**config.mk**
```make
export PLATFORM = sky130hd
export DESIGN_NAME = json_punct_string_tokenizer
export DESIGN_NICKNAME = d
export VERILOG_FILES = /design/src/rtl/core/jpst_pkg.sv /design/src/rtl/core/jpst_front.sv /design/src/rtl/core/jpst_queue.sv /design/src/rtl/core/jpst_back.sv /design/src/rtl/core/json_punct_string_tokenizer.sv
export SDC_FILE = /design/constraint.sdc
export NUM_CORES = 1
export LEC_CHECK = 0
export BUFFER_PORTS_ARGS = -buffer_cell sky130_fd_sc_hd__buf_4
export CAP_MARGIN = 20
export CORE_MARGIN = 2
export CORE_UTILIZATION = 47
export DETAILED_ROUTE_END_ITERATION = 8
export GPL_TIMING_DRIVEN = 1
export PLACE_DENSITY = 0.66
export RECOVER_POWER = 50
export SYNTH_ARGS = -nofsm -noshare
export SYNTH_HDL_FRONTEND = slang
export SYNTH_SLANG_ARGS = --single-unit
```
**constraint.sdc**
```tcl
create_clock -name clk -period 5.05 [get_ports clk]
set_input_delay 0.2525 -clock clk [delete_from_list [all_inputs] [get_ports clk]]
set_output_delay 0.2525 -clock clk [all_outputs]
set_load 0.03 [all_outputs]
```
**src/rtl/core/jpst_pkg.sv**
```systemverilog
// ----------------------------------------------------------------------------
// jpst_pkg
// Shared types, codes and the byte classifier of the JSON punctuation and
// string tokenizer.
// ----------------------------------------------------------------------------
package jpst_pkg;

  localparam int POS_BITS_DEF = 16;
  localparam int FLD_W        = 16;
  localparam int Q_DEPTH      = 2;
  localparam int Q_IDX_W      = $clog2(Q_DEPTH);
  localparam int Q_CNT_W      = $clog2(Q_DEPTH + 1);

  localparam logic [FLD_W-1:0] START_LINE_RST   = 16'd1;
  localparam logic [FLD_W-1:0] START_COLUMN_RST = 16'd0;

  typedef enum logic [1:0] {
    REG_START_LINE   = 2'd0,
    REG_START_COLUMN = 2'd1
  } reg_idx_t;

  typedef enum logic [2:0] {
    ST_TOKEN     = 3'd0,
    ST_UNKNOWN   = 3'd1,
    ST_BAD_CHAR  = 3'd2,
    ST_UNTERM    = 3'd3,
    ST_END       = 3'd4
  } status_t;

  typedef enum logic [2:0] {
    TK_OBJ_BEGIN = 3'd0,
    TK_OBJ_END   = 3'd1,
    TK_ARR_BEGIN = 3'd2,
    TK_ARR_END   = 3'd3,
    TK_COMMA     = 3'd4,
    TK_COLON     = 3'd5,
    TK_STRING    = 3'd6,
    TK_CHAR      = 3'd7
  } kind_t;

  typedef enum logic [2:0] {
    CL_ZERO    = 3'd0,
    CL_NEWLINE = 3'd1,
    CL_SPACE   = 3'd2,
    CL_PUNCT   = 3'd3,
    CL_DQUOTE  = 3'd4,
    CL_SQUOTE  = 3'd5,
    CL_OTHER   = 3'd6
  } cls_t;

  typedef struct packed {
    cls_t  cls;
    kind_t kind;
  } item_t;

  localparam logic [7:0] CH_NUL    = 8'h00;
  localparam logic [7:0] CH_TAB    = 8'h09;
  localparam logic [7:0] CH_LF     = 8'h0A;
  localparam logic [7:0] CH_VT     = 8'h0B;
  localparam logic [7:0] CH_FF     = 8'h0C;
  localparam logic [7:0] CH_CR     = 8'h0D;
  localparam logic [7:0] CH_SPACE  = 8'h20;
  localparam logic [7:0] CH_DQUOTE = 8'h22;
  localparam logic [7:0] CH_SQUOTE = 8'h27;
  localparam logic [7:0] CH_COMMA  = 8'h2C;
  localparam logic [7:0] CH_COLON  = 8'h3A;
  localparam logic [7:0] CH_LBRACK = 8'h5B;
  localparam logic [7:0] CH_RBRACK = 8'h5D;
  localparam logic [7:0] CH_LBRACE = 8'h7B;
  localparam logic [7:0] CH_RBRACE = 8'h7D;

  function automatic item_t classify(input logic [7:0] b);
    item_t it;
    it.cls  = CL_OTHER;
    it.kind = TK_OBJ_BEGIN;
    unique case (b)
      CH_NUL:    it.cls = CL_ZERO;
      CH_LF:     it.cls = CL_NEWLINE;
      CH_TAB, CH_VT, CH_FF, CH_CR, CH_SPACE: it.cls = CL_SPACE;
      CH_DQUOTE: it.cls = CL_DQUOTE;
      CH_SQUOTE: it.cls = CL_SQUOTE;
      CH_LBRACE: begin it.cls = CL_PUNCT; it.kind = TK_OBJ_BEGIN; end
      CH_RBRACE: begin it.cls = CL_PUNCT; it.kind = TK_OBJ_END;   end
      CH_LBRACK: begin it.cls = CL_PUNCT; it.kind = TK_ARR_BEGIN; end
      CH_RBRACK: begin it.cls = CL_PUNCT; it.kind = TK_ARR_END;   end
      CH_COMMA:  begin it.cls = CL_PUNCT; it.kind = TK_COMMA;     end
      CH_COLON:  begin it.cls = CL_PUNCT; it.kind = TK_COLON;     end
      default:   it.cls = CL_OTHER;
    endcase
    return it;
  endfunction

endpackage

```
**src/rtl/core/jpst_front.sv**
```systemverilog
// ----------------------------------------------------------------------------
// jpst_front
// Input stage: take one text byte per beat, classify it and hold the class
// in a register until the queue takes it.
// ----------------------------------------------------------------------------
module jpst_front
  import jpst_pkg::*;
(
  input  logic        clk,
  input  logic        rst_n,
  input  logic        in_valid,
  output logic        in_ready,
  input  logic [7:0]  in_text_byte,
  output logic        push_valid,
  output item_t       push_item,
  input  logic        push_ready
);

  logic  fv_r;
  item_t item_r;

  assign in_ready   = !fv_r || push_ready;
  assign push_valid = fv_r;
  assign push_item  = item_r;

  always_ff @(posedge clk) begin
    if (!rst_n) begin
      fv_r <= 1'b0;
    end else if (in_valid && in_ready) begin
      fv_r <= 1'b1;
    end else if (push_ready) begin
      fv_r <= 1'b0;
    end
  end

  always_ff @(posedge clk) begin
    if (in_valid && in_ready) begin
      item_r <= classify(in_text_byte);
    end
  end

endmodule

```
**src/rtl/core/jpst_queue.sv**
```systemverilog
// ----------------------------------------------------------------------------
// jpst_queue
// Short FIFO of classified bytes between the front and back stages.
// ----------------------------------------------------------------------------
module jpst_queue
  import jpst_pkg::*;
(
  input  logic  clk,
  input  logic  rst_n,
  input  logic  push_valid,
  input  item_t push_item,
  output logic  push_ready,
  output logic  pop_valid,
  output item_t pop_item,
  input  logic  pop_ready
);

  item_t              mem_r [Q_DEPTH];
  logic [Q_IDX_W-1:0] wr_r;
  logic [Q_IDX_W-1:0] rd_r;
  logic [Q_CNT_W-1:0] cnt_r;
  logic               push;
  logic               pop;

  assign push_ready = (cnt_r != Q_CNT_W'(Q_DEPTH));
  assign pop_valid  = (cnt_r != '0);
  assign pop_item   = mem_r[rd_r];
  assign push       = push_valid && push_ready;
  assign pop        = pop_valid && pop_ready;

  always_ff @(posedge clk) begin
    if (!rst_n) begin
      wr_r  <= '0;
      rd_r  <= '0;
      cnt_r <= '0;
    end else begin
      if (push) begin
        wr_r <= (wr_r == Q_IDX_W'(Q_DEPTH - 1)) ? '0 : wr_r + 1'b1;
      end
      if (pop) begin
        rd_r <= (rd_r == Q_IDX_W'(Q_DEPTH - 1)) ? '0 : rd_r + 1'b1;
      end
      if (push && !pop) begin
        cnt_r <= cnt_r + 1'b1;
      end else if (pop && !push) begin
        cnt_r <= cnt_r - 1'b1;
      end
    end
  end

  always_ff @(posedge clk) begin
    if (push) begin
      mem_r[wr_r] <= push_item;
    end
  end

endmodule

```
**src/rtl/core/jpst_back.sv**
```systemverilog
// ----------------------------------------------------------------------------
// jpst_back
// Scanner: walk the classified bytes, track line, column and lexeme length,
// and register one result per token, error or end.
// ----------------------------------------------------------------------------
module jpst_back
  import jpst_pkg::*;
#(
  parameter int POS_BITS = POS_BITS_DEF
)(
  input  logic             clk,
  input  logic             rst_n,
  input  logic             cfg_valid,
  output logic             cfg_ready,
  input  logic [1:0]       cfg_index,
  input  logic [FLD_W-1:0] cfg_data,
  input  logic             pop_valid,
  input  item_t            pop_item,
  output logic             pop_ready,
  output logic             out_valid,
  input  logic             out_ready,
  output logic [2:0]       out_status,
  output logic [2:0]       out_token_kind,
  output logic [FLD_W-1:0] out_token_line,
  output logic [FLD_W-1:0] out_token_column,
  output logic [FLD_W-1:0] out_token_length
);

  localparam int EXT_W = (POS_BITS > FLD_W) ? POS_BITS : FLD_W;
  localparam logic [POS_BITS-1:0] POS_MAX = {POS_BITS{1'b1}};

  typedef logic [POS_BITS-1:0] pos_t;

  typedef enum logic [3:0] {
    S_IDLE = 4'b0001,
    S_STR  = 4'b0010,
    S_CHR  = 4'b0100,
    S_HALT = 4'b1000
  } state_t;

  function automatic pos_t sat_inc(input pos_t v);
    return (v == POS_MAX) ? v : v + 1'b1;
  endfunction

  function automatic pos_t clip(input logic [FLD_W-1:0] v);
    logic [EXT_W-1:0] e;
    logic [EXT_W-1:0] m;
    e = EXT_W'(v);
    m = EXT_W'(POS_MAX);
    return (e > m) ? POS_MAX : e[POS_BITS-1:0];
  endfunction

  function automatic logic [FLD_W-1:0] to_fld(input pos_t v);
    logic [EXT_W-1:0] e;
    e = EXT_W'(v);
    return e[FLD_W-1:0];
  endfunction

  state_t           state_r, state_nxt;
  pos_t             line_r, line_nxt;
  pos_t             col_r, col_nxt;
  pos_t             tsl_r, tsl_nxt;
  pos_t             tsc_r, tsc_nxt;
  pos_t             len_r, len_nxt;
  logic             ov_r;
  status_t          st_r, st_nxt;
  kind_t            kind_r, kind_nxt;
  logic [FLD_W-1:0] oline_r, oline_nxt;
  logic [FLD_W-1:0] ocol_r, ocol_nxt;
  logic [FLD_W-1:0] olen_r, olen_nxt;
  logic             emit;
  logic             take;
  logic             cfg_wr;

  assign cfg_ready = 1'b1;
  assign cfg_wr    = cfg_valid && cfg_ready;
  assign pop_ready = !ov_r || out_ready;
  assign take      = pop_valid && pop_ready;

  assign out_valid        = ov_r;
  assign out_status       = st_r;
  assign out_token_kind   = kind_r;
  assign out_token_line   = oline_r;
  assign out_token_column = ocol_r;
  assign out_token_length = olen_r;

  always_comb begin
    state_nxt = state_r;
    line_nxt  = line_r;
    col_nxt   = col_r;
    tsl_nxt   = tsl_r;
    tsc_nxt   = tsc_r;
    len_nxt   = len_r;
    emit      = 1'b0;
    st_nxt    = ST_TOKEN;
    kind_nxt  = TK_OBJ_BEGIN;
    oline_nxt = to_fld(line_r);
    ocol_nxt  = to_fld(col_r);
    olen_nxt  = '0;
    if (take) begin
      unique case (state_r)
        S_IDLE: begin
          unique case (pop_item.cls)
            CL_ZERO: begin
              emit = 1'b1; st_nxt = ST_END; state_nxt = S_HALT;
            end
            CL_NEWLINE: begin
              line_nxt = sat_inc(line_r); col_nxt = '0;
            end
            CL_SPACE: col_nxt = sat_inc(col_r);
            CL_PUNCT: begin
              emit     = 1'b1;
              kind_nxt = pop_item.kind;
              olen_nxt = FLD_W'(1);
              col_nxt  = sat_inc(col_r);
            end
            CL_DQUOTE, CL_SQUOTE: begin
              tsl_nxt   = line_r;
              tsc_nxt   = col_r;
              len_nxt   = POS_BITS'(1);
              col_nxt   = sat_inc(col_r);
              state_nxt = (pop_item.cls == CL_DQUOTE) ? S_STR : S_CHR;
            end
            default: begin
              emit = 1'b1; st_nxt = ST_UNKNOWN; state_nxt = S_HALT;
            end
          endcase
        end
        S_STR: begin
          if (pop_item.cls == CL_ZERO) begin
            emit = 1'b1; st_nxt = ST_UNTERM; state_nxt = S_HALT;
          end else begin
            len_nxt = sat_inc(len_r);
            if (pop_item.cls == CL_NEWLINE) begin
              line_nxt = sat_inc(line_r); col_nxt = '0;
            end else begin
              col_nxt = sat_inc(col_r);
            end
            if (pop_item.cls == CL_DQUOTE) begin
              emit      = 1'b1;
              kind_nxt  = TK_STRING;
              oline_nxt = to_fld(tsl_r);
              ocol_nxt  = to_fld(tsc_r);
              olen_nxt  = to_fld(sat_inc(len_r));
              state_nxt = S_IDLE;
            end
          end
        end
        S_CHR: begin
          if (pop_item.cls == CL_ZERO) begin
            emit = 1'b1; st_nxt = ST_BAD_CHAR; state_nxt = S_HALT;
          end else if (pop_item.cls == CL_SQUOTE) begin
            if (len_r != POS_BITS'(2)) begin
              emit = 1'b1; st_nxt = ST_BAD_CHAR; state_nxt = S_HALT;
            end else begin
              len_nxt   = POS_BITS'(3);
              col_nxt   = sat_inc(col_r);
              emit      = 1'b1;
              kind_nxt  = TK_CHAR;
              oline_nxt = to_fld(tsl_r);
              ocol_nxt  = to_fld(tsc_r);
              olen_nxt  = FLD_W'(3);
              state_nxt = S_IDLE;
            end
          end else begin
            len_nxt = sat_inc(len_r);
            if (pop_item.cls == CL_NEWLINE) begin
              line_nxt = sat_inc(line_r); col_nxt = '0;
            end else begin
              col_nxt = sat_inc(col_r);
            end
          end
        end
        default: ;
      endcase
    end
    if (cfg_wr && cfg_index == REG_START_LINE) begin
      line_nxt = clip(cfg_data);
    end
    if (cfg_wr && cfg_index == REG_START_COLUMN) begin
      col_nxt = clip(cfg_data);
    end
  end

  always_ff @(posedge clk) begin
    if (!rst_n) begin
      state_r <= S_IDLE;
      line_r  <= clip(START_LINE_RST);
      col_r   <= clip(START_COLUMN_RST);
      tsl_r   <= '0;
      tsc_r   <= '0;
      len_r   <= '0;
      ov_r    <= 1'b0;
    end else begin
      state_r <= state_nxt;
      line_r  <= line_nxt;
      col_r   <= col_nxt;
      tsl_r   <= tsl_nxt;
      tsc_r   <= tsc_nxt;
      len_r   <= len_nxt;
      if (take) begin
        ov_r <= emit;
      end else if (out_ready) begin
        ov_r <= 1'b0;
      end
    end
  end

  always_ff @(posedge clk) begin
    if (take && emit) begin
      st_r    <= st_nxt;
      kind_r  <= kind_nxt;
      oline_r <= oline_nxt;
      ocol_r  <= ocol_nxt;
      olen_r  <= olen_nxt;
    end
  end

endmodule

```
**src/rtl/core/json_punct_string_tokenizer.sv**
```systemverilog
// ----------------------------------------------------------------------------
// json_punct_string_tokenizer
// Byte-serial tokenizer for JSON punctuation, double-quoted strings and
// single-quoted character literals, with line and column tracking.
// ----------------------------------------------------------------------------
// Takes one text byte per clock while the output is not stalled, and returns
// one result per token, error or end of text. A byte passes the classifier
// register, a two-entry queue and the scanner, whose combinational update
// of the line, column and length counters allows the one-byte-per-clock rate;
// the result for a closing byte is held in the output register. The queue
// and the output register let input and output stall independently. After
// an error or the end result the block consumes and drops bytes until reset.
// Write start_line (index 0) and start_column (index 1) while idle; a write
// loads the matching counter at once.
module json_punct_string_tokenizer
  import jpst_pkg::*;
#(
  parameter int POS_BITS = POS_BITS_DEF
)(
  input  logic             clk,
  input  logic             rst_n,
  input  logic             cfg_valid,
  output logic             cfg_ready,
  input  logic [1:0]       cfg_index,
  input  logic [FLD_W-1:0] cfg_data,
  input  logic             in_valid,
  output logic             in_ready,
  input  logic [7:0]       in_text_byte,
  output logic             out_valid,
  input  logic             out_ready,
  output logic [2:0]       out_status,
  output logic [2:0]       out_token_kind,
  output logic [FLD_W-1:0] out_token_line,
  output logic [FLD_W-1:0] out_token_column,
  output logic [FLD_W-1:0] out_token_length
);

  logic  push_valid;
  item_t push_item;
  logic  push_ready;
  logic  pop_valid;
  item_t pop_item;
  logic  pop_ready;

  jpst_front u_front (
    .clk          (clk),
    .rst_n        (rst_n),
    .in_valid     (in_valid),
    .in_ready     (in_ready),
    .in_text_byte (in_text_byte),
    .push_valid   (push_valid),
    .push_item    (push_item),
    .push_ready   (push_ready)
  );

  jpst_queue u_queue (
    .clk        (clk),
    .rst_n      (rst_n),
    .push_valid (push_valid),
    .push_item  (push_item),
    .push_ready (push_ready),
    .pop_valid  (pop_valid),
    .pop_item   (pop_item),
    .pop_ready  (pop_ready)
  );

  jpst_back #(
    .POS_BITS (POS_BITS)
  ) u_back (
    .clk              (clk),
    .rst_n            (rst_n),
    .cfg_valid        (cfg_valid),
    .cfg_ready        (cfg_ready),
    .cfg_index        (cfg_index),
    .cfg_data         (cfg_data),
    .pop_valid        (pop_valid),
    .pop_item         (pop_item),
    .pop_ready        (pop_ready),
    .out_valid        (out_valid),
    .out_ready        (out_ready),
    .out_status       (out_status),
    .out_token_kind   (out_token_kind),
    .out_token_line   (out_token_line),
    .out_token_column (out_token_column),
    .out_token_length (out_token_length)
  );

endmodule

```
==> key figures <==
Status
  – Status: finished, violations left
  – Failing checks: capacitance limit, slew limit

Placement
  – Setup WS pre-CTS: ~1.9 ns
  – DPL Wire Length: 12,800 um
  – Final GP Congestion: approximately 0.87
  – I/O Buffers: 86

Clocking
  – Setup Buffers After CTS: 0
  – # hold bufs at CTS: 0
  – Skew-Pair Late Insertion Delay: between 0.4 and 0.5 ns
  – CTS tree: done
  – Reg clk slew, reported paths: 0.06 ns
  – Root Driver: clkbuf_16
  – Number of CTS-inserted buffers: 17
  – Longest Clk Path Bufs: 2
  – Num Clock Sinks: between 150 and 200
  – Post-cts repair resize count: 0
  – # H-tree levels: 4

Synthesis
  – Top FF cell, synth: dfxtp_1
  – Top cell type by total area after synthesis: edfxtp_1
  – Synthesized area: between 8000 and 9000 um^2
  – Synth area leaders: edfxtp_1, dfxtp_1, nand2_1, mux2_2, a21oi_1
  – Post-synth ARST share: 0%
  – Count of different cell masters after synthesis: 80
  – Mean Syn Cell Area: 9.53 um^2
  – Register area share after synthesis: between 40% and 50%
  – Syn Inst Count: 843
  – Syn nets: roughly 880
  – YS warnings: 0
  – Flops & latches, synth: between 150 and 200
  – Post-synth EDFFs: 72
  – Top-area cell type share of the netlist area: a little over a quarter

Setup path
  – CP max FO: 14
  – FF-to-FF setup slack: ~1.7 ns
  – CP Data Required Time: about 5.4 ns
  – Critical-path cell list: mux2_1, nor4_1, a21oi_1, a31oi_2, o21ai_0, o31ai_1
  – Critical path capture point type: flop
  – Bufs and invs on worst path: 0
  – CP max stage delay: 0.97 ns
  – Delay-heaviest family, CP: compound AO/OA/AOI/OAI gates
  – Crit path kind: reg2reg
  – CP startpoint kind: flop
  – Slowest CP cell: nor4_1
  – Crit path DAT: 3.73 ns

Global route
  – Largest net degree at the start of global routing: 35
  – GR Overflow Total: 0
  – Met3 usage: approximately 3.6%
  – M2 GR Usage: between 30% and 40%
  – First-pass GRT wire length: roughly 30,000 um
  – M1 GR Usage: a little under a third
  – Busiest grt layer: met2
  – Global Route Usage Sum: 20.9%
  – Number of global-route vias before repair: 5,825
  – Initial antenna violation count: 0

Floorplan
  – DIE HEIGHT: ~130 um
  – Row Count: 47
  – Die width: between 100 and 150 um
  – Core Area: between 15,000 and 20,000 um^2
  – Initial Util: 48.3%
  – Ports: 88
  – Die ar.: 18,100 um^2

Timing
  – Hold Vio Cnt, Final: 0
  – Setup WS post-layout: about 1.7 ns
  – Worst Clk Skew: between 0.007 and 0.008 ns
  – Slew @ Worst Pin: between 1.5 and 2 ns
  – Hold slack: about 0.045 ns
  – Slew margin rel.: -7.94%
  – Slew Limit Fails: 33
  – Total negative setup slack: 0 ns
  – Period utilisation layout: 67.2%
  – RSZ-0062 raised after global routing: no
  – Final setup viols: 0
  – Fmax achieved: 0.295 GHz
  – Fin crit period: between 3 and 4 ns

Power
  – Power per Cell Area: roughly 440 nW/um^2
  – Worst VDD drop: between 0.2 and 0.3 mV
  – LEAKAGE: a little over 3 nW

Drt
  – Routed WL: about 19,000 um
  – DRC violations left: 0
  – DRT Pass-1 Iters: 5
  – Vias per cell: 5.73
  – Antenna Nets Post-Route: 0
  – Drt wl/cell: 16.4 um
  – Starting DRC count in detailed routing: ~450
  – Via count: around 6,500

Finish
  – Diodes inserted: 0
  – Most frequent cells in the layout: nand2_1, dfxtp_1, a21oi_1
  – Most common cell after layout, fill and taps aside: nand2_1
  – Fill count: 1,548
  – Nets: 940
  – Sequential cell area: ~4000 um^2
  – Area occupied by multi-input gates: 3780 um^2
  – Area growth, synth to finish: 14.0%
  – Share of layout cells above drive strength 1: 12.9%

Worst hold path
  – Min-delay worst type: in2reg

Flow run
  – Max_cap viols: 1
[registers in the layout (all words and copies together) (netlist names), 12 cells and up, named ones only]
register	count
u_back.out_token_length	16
u_back.tsc_r	16
u_back.line_r	16
u_back.out_token_line	16
u_queue.mem_r	12
u_back.col_r	16
u_back.tsl_r	16
u_back.len_r	16
u_back.out_token_column	16
[Yosys cell counts (3+ instances only)]
| library cell | n |
|---|---|
| nand2_1 | 122 |
| dfxtp_1 | 91 |
| a21oi_1 | 77 |
| edfxtp_1 | 72 |
| nor2_1 | 52 |
| o21ai_0 | 51 |
| clkbuf_1 | 41 |
| nand3_1 | 40 |
| mux2_2 | 35 |
| nand4_1 | 19 |
| nor3_1 | 19 |
| xnor2_1 | 19 |
| and3_1 | 18 |
| xor2_1 | 16 |
| and4_1 | 10 |
| a31oi_1 | 9 |
| mux2i_1 | 8 |
| o211ai_1 | 8 |
| and2_1 | 7 |
| inv_1 | 7 |
| o31ai_1 | 7 |
| nand2b_1 | 6 |
| a32oi_1 | 5 |
| ha_1 | 5 |
| nor3b_1 | 5 |
| nor4_1 | 5 |
| or2_2 | 5 |
| nor2b_1 | 4 |
| nor4b_1 | 4 |
| or3_1 | 4 |
| a31o_2 | 3 |
| buf_2 | 3 |
| buf_6 | 3 |
| nand3b_1 | 3 |
| o21a_1 | 3 |
[path summary, 6_finish.rpt]
path                                                startpoint                            end  cells after the start
worst max-delay path                                      flop  u_back.len_r[11]$_SDFFE_PN0P_                      6
worst min-delay path                               cfg_data[2]   u_back.col_r[2]$_SDFFE_PN0P_                      3
worst max register to register                            flop  u_back.len_r[11]$_SDFFE_PN0P_                      6
worst min register to register  u_front.push_item[0]$_DFFE_PP_  u_queue.mem_r[1][0]$_DFFE_PP_                      0
[final cells by class]
cell class	count	area share, %
sequential	163	43.5
multi-input combinational	622	41.3
timing repair buffer	93	5.43
clock buffer	22	5.32
tap	220	3.01
clock inverter	10	1.13
inverter	7	0.287
[per-layer routing]
metal | wire length [um] | vias up | part of all wire, %
met5 | 0 | - | 0
met2 | 8290 | 197 | 45
met1 | 9070 | 3080 | 49
met3 | 897 | 26 | 4.8
li1 | - | 3213 | -
met4 | 334 | 0 | 1.8
[kinds of logic after synthesis]
logic type	synth area share (%)
AO/OA/AOI/OAI	14.5
AND/OR/NAND/NOR	21.9
multiplexers	6.09
XOR/XNOR	3.82
adder cells (fa/ha/maj)	0.779
buffers and inverters	3.27
flip-flops	49.6
other	0.0467
[stage by stage]
stage          utilization (%)  instances  power, mW  cell area, um^2
6_report                  55.0       1137       4.01             9160
5_1_grt                   55.0       1137       4.19             9160
4_1_cts                   56.4       1137       4.15             9390
2_1_floorplan                -        843       2.49             8030
3_5_place_dp              52.9       1105       2.86             8800
3_3_place_gp              52.7       1104       2.85             8780
[power breakdown]
part	internal, mW	switching (mW)	leakage, nW
Clock	0.781	0.511	0.289
Sequential	1.62	0.110	1.41
Combinational	0.242	0.740	1.42
[tightest hold or removal path, cell delays in order]
cell and delay [ns]:
buf_4 0.09, a32oi_1 0.04, nand2_1 0.06
No activity file was read; power rests on OpenSTA's default activity.
